<file path="src/hdl/psbl_pkg.sv">
// ----------------------------------------------------------------------------
// psbl_pkg
// Shared types, constants and keyword match functions for the stream body
// locator.
// ----------------------------------------------------------------------------
package psbl_pkg;

  // Default parameter values
  localparam int OFFSET_BITS_DEF = 32;
  localparam int MAX_RECORDS_DEF = 4096;

  // Register and field widths
  localparam int CFG_W    = 13;
  localparam int INDEX_W  = 12;
  localparam int FIELD_W  = 32;
  localparam logic [CFG_W-1:0] MAX_STREAMS_RST = 13'd4096;

  // Keyword lengths and characters
  localparam logic [2:0] START_LEN = 3'd6;
  localparam logic [3:0] END_LEN   = 4'd9;
  localparam logic [7:0] CHAR_LF   = 8'h0A;

  // Scan phase
  typedef enum logic [1:0] {
    PH_SEEK_START = 2'd0,
    PH_SKIP_START = 2'd1,
    PH_SEEK_END   = 2'd2,
    PH_SKIP_END   = 2'd3
  } phase_t;

  // One stream record
  typedef struct packed {
    logic [FIELD_W-1:0] body_size;
    logic [FIELD_W-1:0] body_offset;
    logic [INDEX_W-1:0] stream_index;
  } record_t;

  // "stream"
  function automatic logic [7:0] start_char(input logic [2:0] k);
    logic [7:0] c;
    unique case (k)
      3'd0:    c = 8'h73;
      3'd1:    c = 8'h74;
      3'd2:    c = 8'h72;
      3'd3:    c = 8'h65;
      3'd4:    c = 8'h61;
      3'd5:    c = 8'h6d;
      default: c = 8'h00;
    endcase
    return c;
  endfunction

  // "endstream"
  function automatic logic [7:0] end_char(input logic [3:0] k);
    logic [7:0] c;
    unique case (k)
      4'd0:    c = 8'h65;
      4'd1:    c = 8'h6e;
      4'd2:    c = 8'h64;
      4'd3:    c = 8'h73;
      4'd4:    c = 8'h74;
      4'd5:    c = 8'h72;
      4'd6:    c = 8'h65;
      4'd7:    c = 8'h61;
      4'd8:    c = 8'h6d;
      default: c = 8'h00;
    endcase
    return c;
  endfunction

  // Match step for "stream": no self overlap, fallback always to zero
  function automatic logic [2:0] start_step(input logic [2:0] k, input logic [7:0] b);
    logic [2:0] kk;
    logic [2:0] r;
    kk = (k >= START_LEN) ? 3'd0 : k;
    if (b == start_char(kk)) begin
      r = kk + 3'd1;
    end else if (b == start_char(3'd0)) begin
      r = 3'd1;
    end else begin
      r = 3'd0;
    end
    return r;
  endfunction

  // Match step for "endstream": after "endstre" a mismatch falls back to "e"
  function automatic logic [3:0] end_step(input logic [3:0] k, input logic [7:0] b);
    logic [3:0] kk;
    logic [3:0] r;
    kk = (k >= END_LEN) ? 4'd0 : k;
    if (b == end_char(kk)) begin
      r = kk + 4'd1;
    end else if (kk == 4'd7 && b == end_char(4'd1)) begin
      r = 4'd2;
    end else if (b == end_char(4'd0)) begin
      r = 4'd1;
    end else begin
      r = 4'd0;
    end
    return r;
  endfunction

endpackage

</file>
<file path="src/hdl/pdf_stream_body_locator.sv">
// ----------------------------------------------------------------------------
// pdf_stream_body_locator
// Finds stream bodies between "stream" and "endstream" in a byte stream.
// ----------------------------------------------------------------------------
// Feed the document one byte per request on the in_ channel, tlast on the
// final byte of each buffer; scan state clears after that byte. Each
// "endstream" that closes a body yields one record on the out_ channel with
// the stream index, body offset and body size. Throughput is one byte per
// clock while the output is not stalled: the byte sits in an input register,
// the match logic is combinational and a record lands in the output register.
// A stalled output holds the input register, which then holds in_tready low.
// max_streams must be written over the cfg_ channel while the block is idle;
// the block does not enforce this, and cfg_ready is always high.
module pdf_stream_body_locator
  import psbl_pkg::*;
#(
  parameter int OFFSET_BITS = OFFSET_BITS_DEF,
  parameter int MAX_RECORDS = MAX_RECORDS_DEF
) (
  input  logic             clk,
  input  logic             rst_n,
  // input bytes
  input  logic             in_tvalid,
  output logic             in_tready,
  input  logic [7:0]       in_tdata,   // [7:0] data_byte
  input  logic             in_tlast,   // last_byte
  // stream records
  output logic             out_tvalid,
  input  logic             out_tready,
  output logic [79:0]      out_tdata,  // [11:0] stream_index, [43:12] body_offset,
                                       // [75:44] body_size, [79:76] zero
  // configuration
  input  logic             cfg_valid,
  output logic             cfg_ready,
  input  logic [CFG_W-1:0] cfg_data    // max_streams
);

  localparam int REC_BITS = $bits(record_t);

  logic             in_v_r;
  logic [7:0]       in_byte_r;
  logic             in_last_r;
  logic             out_v_r, out_v_nxt;
  record_t          out_rec_r;
  logic [CFG_W-1:0] max_streams_r;
  logic             proceed;
  logic             emit;
  record_t          record;

  // Handshake control
  assign proceed   = in_v_r && (!out_v_r || out_tready);
  assign in_tready = !in_v_r || proceed;
  assign cfg_ready = 1'b1;

  always_comb begin
    out_v_nxt = out_v_r;
    if (proceed && emit) begin
      out_v_nxt = 1'b1;
    end else if (out_tready) begin
      out_v_nxt = 1'b0;
    end
  end

  // Configuration register
  always_ff @(posedge clk) begin
    if (!rst_n) begin
      max_streams_r <= MAX_STREAMS_RST;
    end else if (cfg_valid && cfg_ready) begin
      max_streams_r <= cfg_data;
    end
  end

  // Input register
  always_ff @(posedge clk) begin
    if (!rst_n) begin
      in_v_r <= 1'b0;
    end else if (in_tready) begin
      in_v_r <= in_tvalid;
    end
  end

  always_ff @(posedge clk) begin
    if (in_tready && in_tvalid) begin
      in_byte_r <= in_tdata;
      in_last_r <= in_tlast;
    end
  end

  // Scanner
  psbl_scanner #(
    .OFFSET_BITS(OFFSET_BITS),
    .MAX_RECORDS(MAX_RECORDS)
  ) u_scanner (
    .clk        (clk),
    .rst_n      (rst_n),
    .step       (proceed),
    .data_byte  (in_byte_r),
    .last_byte  (in_last_r),
    .max_streams(max_streams_r),
    .emit       (emit),
    .record     (record)
  );

  // Output register
  always_ff @(posedge clk) begin
    if (!rst_n) begin
      out_v_r <= 1'b0;
    end else begin
      out_v_r <= out_v_nxt;
    end
  end

  always_ff @(posedge clk) begin
    if (proceed && emit) begin
      out_rec_r <= record;
    end
  end

  assign out_tvalid = out_v_r;
  assign out_tdata  = {(80 - REC_BITS)'(0), out_rec_r};

endmodule

</file>
<file path="src/hdl/psbl_scanner.sv">
// ----------------------------------------------------------------------------
// psbl_scanner
// Scan state and per-byte keyword logic; one byte is consumed per step.
// ----------------------------------------------------------------------------
module psbl_scanner
  import psbl_pkg::*;
#(
  parameter int OFFSET_BITS = OFFSET_BITS_DEF,
  parameter int MAX_RECORDS = MAX_RECORDS_DEF
) (
  input  logic             clk,
  input  logic             rst_n,
  input  logic             step,
  input  logic [7:0]       data_byte,
  input  logic             last_byte,
  input  logic [CFG_W-1:0] max_streams,
  output logic             emit,
  output record_t          record
);

  localparam int REC_W = $clog2(MAX_RECORDS + 1);
  localparam int LIM_W = (REC_W > CFG_W) ? REC_W : CFG_W;
  localparam logic [LIM_W-1:0] MAX_REC = LIM_W'(MAX_RECORDS);
  localparam int WIDE_W = 64;

  logic [OFFSET_BITS-1:0] pos_r, pos_nxt;
  phase_t                 phase_r, phase_nxt;
  logic [2:0]             smp_r, smp_nxt;
  logic [3:0]             emp_r, emp_nxt;
  logic [OFFSET_BITS-1:0] body_start_r, body_start_nxt;
  logic [OFFSET_BITS-1:0] size_base_r, size_base_nxt;
  logic [LIM_W-1:0]       rec_r, rec_nxt;

  logic [LIM_W-1:0]       limit;
  logic                   active;
  logic [2:0]             smp_step;
  logic [3:0]             emp_step;
  logic                   start_hit;
  logic                   end_hit;
  logic [OFFSET_BITS-1:0] size_calc;
  logic [WIDE_W-1:0]      ofs_wide;
  logic [WIDE_W-1:0]      size_wide;

  // Effective record limit
  always_comb begin
    limit  = (LIM_W'(max_streams) < MAX_REC) ? LIM_W'(max_streams) : MAX_REC;
    active = rec_r < limit;
  end

  // Keyword matchers
  always_comb begin
    smp_step  = start_step(smp_r, data_byte);
    emp_step  = end_step(emp_r, data_byte);
    start_hit = (smp_step == START_LEN);
    end_hit   = (emp_step == END_LEN);
  end

  // Phase next state
  always_comb begin
    phase_nxt = phase_r;
    if (active) begin
      unique case (phase_r)
        PH_SEEK_START: if (start_hit) phase_nxt = PH_SKIP_START;
        PH_SKIP_START: phase_nxt = PH_SEEK_END;
        PH_SEEK_END:   if (end_hit) phase_nxt = PH_SKIP_END;
        PH_SKIP_END:   phase_nxt = PH_SEEK_START;
        default:       phase_nxt = PH_SEEK_START;
      endcase
    end
    if (last_byte) phase_nxt = PH_SEEK_START;
  end

  // Datapath and record output
  always_comb begin
    pos_nxt        = pos_r + OFFSET_BITS'(1);
    smp_nxt        = smp_r;
    emp_nxt        = emp_r;
    body_start_nxt = body_start_r;
    size_base_nxt  = size_base_r;
    rec_nxt        = rec_r;
    emit           = 1'b0;
    size_calc      = pos_r - OFFSET_BITS'(8) - size_base_r;
    if (active) begin
      unique case (phase_r)
        PH_SEEK_START: begin
          smp_nxt = start_hit ? 3'd0 : smp_step;
        end
        PH_SKIP_START: begin
          size_base_nxt  = pos_r + OFFSET_BITS'(1);
          body_start_nxt = pos_r + OFFSET_BITS'(1);
          emp_nxt        = 4'd0;
        end
        PH_SEEK_END: begin
          // line feed right after the skipped byte moves the body on by one
          if (pos_r == size_base_r && data_byte == CHAR_LF) begin
            body_start_nxt = size_base_r + OFFSET_BITS'(1);
          end
          emp_nxt = end_hit ? 4'd0 : emp_step;
          if (end_hit) begin
            emit    = 1'b1;
            rec_nxt = rec_r + LIM_W'(1);
          end
        end
        PH_SKIP_END: begin
          smp_nxt = 3'd0;
        end
        default: begin
          smp_nxt = 3'd0;
        end
      endcase
    end
    ofs_wide                 = WIDE_W'(body_start_nxt);
    size_wide                = WIDE_W'(size_calc);
    record.stream_index      = rec_r[INDEX_W-1:0];
    record.body_offset       = ofs_wide[FIELD_W-1:0];
    record.body_size         = size_wide[FIELD_W-1:0];
    // end of buffer clears the scan
    if (last_byte) begin
      pos_nxt        = '0;
      smp_nxt        = 3'd0;
      emp_nxt        = 4'd0;
      body_start_nxt = '0;
      size_base_nxt  = '0;
      rec_nxt        = '0;
    end
  end

  // State registers
  always_ff @(posedge clk) begin
    if (!rst_n) begin
      pos_r        <= '0;
      phase_r      <= PH_SEEK_START;
      smp_r        <= 3'd0;
      emp_r        <= 4'd0;
      body_start_r <= '0;
      size_base_r  <= '0;
      rec_r        <= '0;
    end else if (step) begin
      pos_r        <= pos_nxt;
      phase_r      <= phase_nxt;
      smp_r        <= smp_nxt;
      emp_r        <= emp_nxt;
      body_start_r <= body_start_nxt;
      size_base_r  <= size_base_nxt;
      rec_r        <= rec_nxt;
    end
  end

endmodule

</file>
<file path="config.mk">
export PLATFORM = sky130hd
export DESIGN_NAME = pdf_stream_body_locator
export DESIGN_NICKNAME = d
export VERILOG_FILES = /design/src/hdl/psbl_pkg.sv /design/src/hdl/pdf_stream_body_locator.sv /design/src/hdl/psbl_scanner.sv
export SDC_FILE = /design/constraint.sdc
export NUM_CORES = 1
export LEC_CHECK = 0
export ABC_AREA = 1
export BUFFER_PORTS_ARGS = -buffer_cell sky130_fd_sc_hd__buf_4
export CAP_MARGIN = 20
export CORE_MARGIN = 1
export CORE_UTILIZATION = 51
export DETAILED_ROUTE_END_ITERATION = 7
export PLACE_DENSITY = 0.74
export SLEW_MARGIN = 20
export SYNTH_ARGS = -nofsm -noshare
export SYNTH_HDL_FRONTEND = slang
export SYNTH_SLANG_ARGS = --single-unit
</file>
<file path="constraint.sdc">
create_clock -name clk -period 4.6 [get_ports clk]
set_input_delay 0.23 -clock clk [delete_from_list [all_inputs] [get_ports clk]]
set_output_delay 0.23 -clock clk [all_outputs]
set_load 0.03 [all_outputs]
</file>
==> results of run 1 <==
[worst paths after layout]
kind	cells after the start	slack, ns	endpoint
worst max-delay path	19	1.13	out_tdata[36]
worst max register to register	19	1.13	out_tdata[36]
worst min-delay path	3	0.04	max_streams_r[8]
worst min register to register	2	0.46	u_scanner.body_start_r[2]
[power by group through the flow]
| stage | Sequential [uW] | Clock, uW | Combinational (uW) |
|---|---|---|---|
| floorplan | 2100 | 0 | 366 |
| global placement | 2110 | 0 | 481 |
| detailed placement | 2110 | 0 | 491 |
| CTS | 2070 | 2240 | 510 |
| global route | 2070 | 2320 | 582 |
| finish | 2070 | 2210 | 520 |
[worst max-delay path, stage by stage (launching register included)]
cell,delay [ns]
dfxtp_1,0.37
nor2_4,0.18
inv_1,0.07
o21ai_0,0.14
nand2_1,0.07
ha_1,0.21
inv_1,0.09
nand4_4,0.17
nand2_1,0.12
nand2_1,0.05
nand2_1,0.06
nand2_1,0.08
nor2_4,0.15
nand2_2,0.08
nand2_2,0.07
nand2_2,0.08
and3_1,0.17
nand2_1,0.10
clkinv_2,0.48
buf_12,0.41
[registers in the layout, indices dropped and copies added (netlist names), 2 cells and up]
name	cells
out_tdata	76
u_scanner.body_start_r	32
u_scanner.pos_r	32
u_scanner.size_base_r	32
max_streams_r	13
u_scanner.rec_r	13
in_byte_r	8
u_scanner.emp_r	4
u_scanner.smp_r	3
u_scanner.phase_r	2
[cells by family (layout without fill, tap and decap cells)]
| kind of cell | count (synthesis) | in the layout | synth area share (%) |
|---|---|---|---|
| other | 2 | 5 | 0.0539 |
| buffers and inverters | 287 | 418 | 8.11 |
| AO/OA/AOI/OAI | 272 | 272 | 10.6 |
| adder cells (fa/ha/maj) | 82 | 82 | 7.42 |
| XOR/XNOR | 79 | 79 | 4.97 |
| AND/OR/NAND/NOR | 985 | 985 | 31.4 |
| flip-flops | 218 | 218 | 37.4 |
[cells in the mapped netlist (6+ instances only)]
| cell type | number | area (um2) |
|---|---|---|
| a21oi_2 | 11 | 96.3 |
| clkbuf_1 | 44 | 165 |
| a21oi_1 | 161 | 806 |
| o211ai_1 | 8 | 60.1 |
| ha_1 | 81 | 1010 |
| xnor2_1 | 16 | 140 |
| nand3_1 | 135 | 676 |
| nor4_1 | 16 | 100 |
| and2_1 | 6 | 37.5 |
| nand2_2 | 16 | 100 |
| or2_2 | 16 | 100 |
| buf_2 | 8 | 40.0 |
| inv_1 | 216 | 811 |
| xor2_1 | 63 | 552 |
| o21ai_0 | 64 | 320 |
| dfxtp_1 | 133 | 2660 |
| edfxtp_1 | 85 | 2550 |
| nor2_1 | 162 | 608 |
| inv_2 | 7 | 26.3 |
| nand2_1 | 507 | 1900 |
| o21ai_1 | 7 | 35.0 |
| nor3_1 | 47 | 235 |
| nand4_1 | 49 | 307 |
[metal layers]
metal | vias to the layer above | GRT usage, % | share of wire (%)
met5 | - | 0 | 0
met4 | 0 | 12.6 | 4.6
met3 | 112 | 3.73 | 7.0
met2 | 505 | 48.4 | 47
met1 | 6245 | 37.2 | 42
li1 | 6572 | - | -
[per-stage QoR]
step	std cells	utilization, %
after CTS	2399	60.2
after floorplan	1928	-
after detailed placement	2325	55.8
after global routing	2400	60.3
after global placement	2325	55.8
final	2400	60.3
[cell type report]
| type | instances | area (um2) |
|---|---|---|
| Multi-Input combinational cell | 1423 | 7620 |
| Sequential cell | 218 | 5220 |
| Timing Repair Buffer | 144 | 1170 |
| Clock buffer | 30 | 686 |
| Fill cell | 2478 | 10700 |
| Clock inverter | 18 | 236 |
| Tap cell | 341 | 427 |
| Inverter | 226 | 851 |
==> flow_summary.toml, run 1 <==
[timing]
finalSetupViolCount = 0
hold_viol = 0
skew_ns = 0.0100
period_minus_slack_ns = 3.47
fin_ws_ns = 1.13
worstMarginPinSlew_ns = 0.902
tns_ns = 0
fmax_ghz = 0.288
rsz0062_at_grt = "no"
finalCritPeriodShare_pct = 75.5
hold-worst-slack_ns = 0.0384
drv_slew = 0
slew_headroom_pct = 39.3

[placed_design]
port_buffers = 104
post-place-ws_ns = 1.15
hpwl_mm = 30.5
placed_area_mm2 = 0.0150
gp_congestion = 0.982

[routing]
drtPass1Iterations = 7
drcViolationCount = 0
viasPerCell = 5.60
drtIter0Drc = 1155
num_vias = 13434
wl_mm = 41.1
wire_per_inst_um = 17.1
ant_nets = 0

[logic_synthesis]
ys_seq_elements = 218
synth.avg_cell_area_um2 = 7.24
syn_area_mm2 = 0.0139
synth_top_flop_cell = "dfxtp_1"
async_flop_share_pct = 0
ys_types = 55
synth-edff-count = 85
syn_inst = 1925
yosysSeqAreaShare_pct = 37.4
yosys_warnings = 0

[clock_tree]
clockBufferDepth = 3
clk_latency_ns = 0.55
clockRootBuffer = "clkbuf_16"
cts_resized = 0
cts-htree-levels = 1
path_clk_slew_ns = 0.06
postCtsHoldBufs = 26
clock_sinks = 218
cts_tree = "yes"
post_cts_buffers = 0
cts_inserted_buffers = 26

[power_and_ir_drop]
power_frac_seq_pct = 43.1
clockPowerShare_pct = 46.1
finalPower_uw = 4810
p_int_uw = 3570
pwr-share-comb_pct = 10.8
p_sw_uw = 1230
powerDensity_mw_per_mm2 = 297
leakage_uw = 0.00674
p_sw_share_pct = 25.7
vdd_drop_max_v = 0.000314

[grt]
grt_usage_pct = 28.9
antenna_found_initial = 0
grt_pass1_vias = 12610
grt_pass1_wl_mm = 64.3
grt_remaining_overflow = 0
grt_max_degree = 62

[run]
max_cap_viol_count = 0

[cells_and_area]
area_growth_pct = 16.3
mostFrequentLayoutCells = "nand2_1, inv_1, a21oi_1"
finalInstanceArea_mm2 = 0.0162
num-nets-final = 2148
final_common_cell = "nand2_1"
drive_gt1_share_pct = 11.8
diodes = 0

[floorplanning]
die_area_mm2 = 0.0280
fp.dieW_um = 167
ios = 110
core-area_mm2 = 0.0269
fp.dieH_um = 167
row_count = 60
start_util_pct = 51.8

[setup_path]
critPathMaxFanout = 44
crit_path_start = "u_scanner.emp_r[1]"
worstSetupEndpointType = "flip-flop"
cp-start-kind = "flip-flop"
critical_path_class = "reg2reg"
crit_required_ns = 4.87
r2r-start = "u_scanner.emp_r[1]"
cp_data_arrival_time_ns = 3.74

[min_path]
hold_path.startpoint = "cfg_valid"
hold_class = "in2reg"

[run_status]
status = "finished, final reports clean"
Note: power is estimated with default switching activity, not from simulation.
==> run 2, diff against run 1 <==
Settings changed: ABC_AREA 1 to 0.
Clock period 4.6 ns to 3.65 ns, I/O delays scaled along.
==> run 2 against run 1 <==
First-iteration DRC count is 20% lower. Die area fell by 9.7%. Total power rose by 9.7%. Sequential power grew 24%. Final area shrank 8.5%. Final cell count fell by 23%. Clock power grew 12%. Critical path depth down 7. Area after synthesis shrank 9.8%. Wire length decreased by 19%. Hold slack lost 0.012 ns. Flip-flop and latch count unchanged. Critical endpoint is now out_tdata[75]. Largest cell class unchanged.
==> flow_summary.toml, run 2 <==
[timing]
rsz0062_at_grt = "no"
skew_ns = 0.0251
slew_headroom_pct = 35.7
worstMarginPinSlew_ns = 0.964
hold-worst-slack_ns = 0.0266
hold_viol = 0
drv_slew = 0
tns_ns = 0
fmax_ghz = 0.292
finalCritPeriodShare_pct = 93.7
period_minus_slack_ns = 3.42
finalSetupViolCount = 0

[run]
max_cap_viol_count = 0

[setup_path]
worstSetupEndpointType = "flip-flop"
crit_path_start = "u_scanner.size_base_r[1]"
cp-start-kind = "flip-flop"
r2r-start = "u_scanner.size_base_r[1]"
critPathMaxFanout = 5
crit_required_ns = 3.91
cp_data_arrival_time_ns = 3.68
critical_path_class = "reg2reg"

[logic_synthesis]
yosysSeqAreaShare_pct = 41.5
synth_top_area_cell = "dfxtp_1"
ys_seq_elements = 218
syn_area_mm2 = 0.0126
synth_top_flop_cell = "dfxtp_1"
synth.avg_cell_area_um2 = 9.10
async_flop_share_pct = 0
yosys_warnings = 0
synth-edff-count = 85
synth.top_cell.area_share_pct = 21.2
ys_types = 86
synth_commonest_cells = "dfxtp_1, nor2_1, nand2_1"
syn_inst = 1380
yosysMostFrequentCell = "dfxtp_1"
synth_area_leaders = "dfxtp_1, edfxtp_1, ha_1"

[clock_tree]
clock_sinks = 218
path_clk_slew_ns = 0.06
cts_tree = "yes"
clk_latency_ns = 0.53
clockRootBuffer = "clkbuf_16"
clockBufferDepth = 3
cts_inserted_buffers = 24
cts-htree-levels = 1

[routing]
routed.top_layer = "met4"
route.met2.wl_mm = 15.6
viasPerCell = 5.90
wl_met3_mm = 2.59
drtIter0Drc = 920
wl_mm = 33.3
drcViolationCount = 0
num_vias = 10844
wirelength_met1_mm = 13.9
ant_nets = 0
drtPass1Iterations = 6
wire_per_inst_um = 18.1

[floorplanning]
fp.dieH_um = 159
fp.dieW_um = 159
core-area_mm2 = 0.0242
row_count = 57
die_area_mm2 = 0.0253
start_util_pct = 51.8
ios = 110

[cells_and_area]
drive_gt1_share_pct = 14.3
final_common_cell = "buf_4"
num-nets-final = 1606
largest_reg_flops = 76
fill_cells = 2118
final_cells = 1839
diodes = 0
area_growth_pct = 18.0
mostFrequentLayoutCells = "buf_4, dfxtp_1, nor2_1"

[placed_design]
port_buffers = 104
gp_congestion = 0.965
hpwl_mm = 23.8
placed_cells = 1770

[power_and_ir_drop]
vdd_drop_max_v = 0.000382
leakage_uw = 0.00572
powerDensity_mw_per_mm2 = 356

[grt]
grt_pass1_wl_mm = 53.0
grt_remaining_overflow = 0
grt_max_degree = 49
grt_usage_pct = 25.8
grt_pass1_vias = 10357
antenna_found_initial = 0

[min_path]
hold_class = "in2reg"
hold_path.startpoint = "out_tready"

[run_status]
status = "finished, final reports clean"
## run 2: cell count changes after synthesis, moves of 31 or more
cell,previous run,this run
a22oi_1,0,58
xnor2_1,16,66
inv_1,216,115
xor2_1,63,29
a21oi_1,161,66
nand2_1,507,116
nand3_1,135,57
nor2_1,162,131
## run 2: layer usage
layer | track usage (%) | vias to the layer above
met5 | 0 | -
met1 | 33.2 | 5085
met3 | 4.79 | 78
met4 | 11.1 | 0
li1 | - | 5238
met2 | 42.6 | 443
## run 2: per-stage QoR
| stage | area [um2] | total power [uW] | util [%] | worst slack [ns] |
|---|---|---|---|---|
| 2_1_floorplan | 12600 | 2750 | - | -1.13 |
| 3_3_place_gp | 13700 | 2830 | 56.6 | 0.147 |
| 3_5_place_dp | 13700 | 2830 | 56.6 | 0.0749 |
| 4_1_cts | 14800 | 5300 | 60.9 | 0.0183 |
| 5_1_grt | 14800 | 5420 | 61.1 | 0.0393 |
| 6_report | 14800 | 5270 | 61.1 | 0.231 |
## run 2: cells by family after synthesis
kind of cell	synth area share [%]
multiplexers	1.38
adder cells (fa/ha/maj)	8.23
AND/OR/NAND/NOR	17.5
AO/OA/AOI/OAI	18.7
other	0.0598
flip-flops	41.5
buffers and inverters	5.99
XOR/XNOR	6.62
## run 2: path summary, 6_finish.rpt
path / slack [ns] / cells after the start / end
min reg2reg: 0.49 / 1 / u_scanner.body_start_r[26]
max reg2reg: 0.23 / 12 / out_tdata[75]
min: 0.03 / 3 / out_tvalid
max: 0.23 / 12 / out_tdata[75]
## run 2: final cells by class
class,count,area [um2],share of cell area [%]
Clock buffer,31,677,4.57
Clock inverter,13,140,0.945
Inverter,116,435,2.94
Multi-Input combinational cell,979,6690,45.1
Sequential cell,218,5220,35.2
Tap cell,324,405,2.74
Timing Repair Buffer,158,1260,8.49
## run 2: what timing repair did
| action | in CTS | in global routing |
|---|---|---|
| hold buffers | 24 | 0 |
| setup endpoints to repair | 0 | 6 |
| buffers inserted | 0 | 1 |
| resized for setup | 0 | 7 |
| hold endpoints to repair | 23 | 0 |
## run 2: power breakdown
group	switching [uW]	internal (uW)	total, uW
sequential	26.5	2530	2560
clock	1010	1460	2470
combinational	158	86.2	245
## run 2: critical path, cell delays in order (launching register included)
cell and delay (ns):
dfxtp_1 0.39, inv_1 0.06, ha_1 0.33, ha_1 0.25, fa_1 0.46, a211oi_2 0.28
o21ai_0 0.14, a31oi_1 0.28, o31ai_2 0.15, a21oi_2 0.25, o31ai_2 0.16, nor4_1 0.33
nor3_1 0.08
==> run 3, diff against run 2 <==
Settings changed: RECOVER_POWER set to 50.
==> run 3 against run 2 <==
The flow now finishes with violations (max-capacitance violations, max-slew violations). Wire length rose by 0.10%. Register-to-register slack barely moved. Setup slack got worse by 0.011 ns.
==> flow_summary.toml, run 3 (synthesis gave the netlist of run 2 again) <==
[floorplanning]
die_area_mm2 = 0.0253
fp.dieH_um = 159
ios = 110
row_count = 57
core-area_mm2 = 0.0242
start_util_pct = 51.8
fp.dieW_um = 159

[setup_path]
critPathMaxFanout = 5
r2r_cells = 12
crit_required_ns = 3.91
reg2reg_slack_ns = 0.22
worstSetupEndpointType = "flip-flop"
cp_data_arrival_time_ns = 3.69
r2r_end = "out_tdata[75]"
cp-start-kind = "flip-flop"
critical_path_class = "reg2reg"
r2r-start = "u_scanner.size_base_r[1]"

[routing]
drtPass1Iterations = 5
wire_per_inst_um = 18.1
viasPerCell = 5.92
ant_nets = 0
drtIter0Drc = 860
drcViolationCount = 0
num_vias = 10891
wl_mm = 33.3

[placed_design]
post-place-ws_ns = 0.0749
placed_cells = 1770
hpwl_mm = 23.8
port_buffers = 104
gp_congestion = 0.965

[grt]
grt_max_degree = 49
grt_usage_pct = 25.8
grt_pass1_vias = 10357
grt_pass1_wl_mm = 53.0
grt_remaining_overflow = 0
antenna_found_initial = 0

[clock_tree]
cts_tree = "yes"
clockBufferDepth = 3
cts_inserted_buffers = 24
path_clk_slew_ns = 0.06
clockRootBuffer = "clkbuf_16"
clock_sinks = 218
clk_latency_ns = 0.53
cts-htree-levels = 1

[timing]
fin_ws_ns = 0.220
hold_viol = 0
finalCritPeriodShare_pct = 94.0
worstMarginPinSlew_ns = 2.25
rsz0062_at_grt = "no"
period_minus_slack_ns = 3.43
finalSetupViolCount = 0
skew_ns = 0.0257
drv_slew = 84
tns_ns = 0
slew_headroom_pct = -50.2
fmax_ghz = 0.292

[cells_and_area]
drive_gt1_share_pct = 8.65
final_cells = 1839
mostFrequentLayoutCells = "nor2_1, dfxtp_1, nand2_1"
largest_reg_flops = 76
diodes = 0
num-nets-final = 1606
area_growth_pct = 15.4

[power_and_ir_drop]
vdd_drop_max_v = 0.000382
powerDensity_mw_per_mm2 = 363
leakage_uw = 0.00541

[min_path]
hold_class = "in2reg"
hold_depth = 3
min_to = "out_tvalid"
hold_path.startpoint = "out_tready"

[run_status]
violations = "max-capacitance violations, max-slew violations"
status = "complete, but fails checks"

[run]
max_cap_viol_count = 3
## run 3: cell count changes in the layout (fill, tap and decap cells not counted), moves of 2 or more
cell	previous run	this run
clkbuf_1	2	85
o21ai_1	6	4
clkbuf_4	0	10
and2_0	0	2
buf_4	133	40
o21ai_0	64	66
and2_1	5	3
o311ai_0	2	4
o311ai_1	3	1
## run 3: power breakdown
| part | leakage [uW] | internal, uW | switching, uW |
|---|---|---|---|
| clock | 0.000406 | 1460 | 1000 |
| sequential | 0.00185 | 2530 | 26.4 |
| combinational | 0.00316 | 83.5 | 157 |
| total | 0.00541 | 4070 | 1190 |
## run 3: routing by layer
| metal | wire, um | share of wire [%] | GRT usage, % |
|---|---|---|---|
| met3 | 2340 | 7.0 | 4.79 |
| met2 | 15600 | 47 | 42.6 |
| met4 | 1210 | 3.6 | 11.1 |
| met5 | 0 | 0 | 0 |
| met1 | 14200 | 43 | 33.2 |
## run 3: per-stage QoR
step	hold WS [ns]	power, uW	instance area, um2	utilization (%)
after floorplan	0.281	2750	12600	-
after global placement	0.361	2830	13700	56.6
after detailed placement	0.362	2830	13700	56.6
after CTS	0.0274	5300	14800	60.9
after global routing	0.0722	5420	14500	59.8
final	0.0354	5260	14500	59.8
## run 3: critical path, cell delays in order (launching register included)
cell      delay, ns
dfxtp_1        0.39
inv_1          0.06
ha_1           0.33
ha_1           0.25
fa_1           0.46
a211oi_2       0.28
o21ai_0        0.14
a31oi_1        0.27
o31ai_2        0.15
a21oi_2        0.26
o31ai_2        0.17
nor4_1         0.33
nor3_1         0.08
## run 3: worst max-delay path by stage
stage	start	end	slack, ns	depth (start not counted)
after floorplan	u_scanner.emp_r[3]	out_tdata[0]	-1.13	8
after global placement	u_scanner.size_base_r[1]	out_tdata[75]	0.15	12
after detailed placement	u_scanner.size_base_r[1]	out_tdata[75]	0.07	12
after CTS	u_scanner.pos_r[0]	out_tdata[75]	0.02	13
after global routing	u_scanner.size_base_r[1]	out_tdata[75]	0.05	12
final	u_scanner.size_base_r[1]	out_tdata[75]	0.22	12
## run 3: timing repair
| action | in CTS | in global routing |
|---|---|---|
| resized for setup | 0 | 7 |
| hold buffers | 24 | 0 |
| endpoints found under the setup margin | 0 | 6 |
| hold endpoints to repair | 23 | 0 |
| buffers inserted | 0 | 1 |
## run 3: cell type report
type                       instances  area, um2
clock buffer                      31        677
timing repair buffer             158        947
clock inverter                    13        140
multi-input combinational        979       6680
sequential                       218       5220
fill                            2177       9750
tap                              324        405
inverter                         116        435
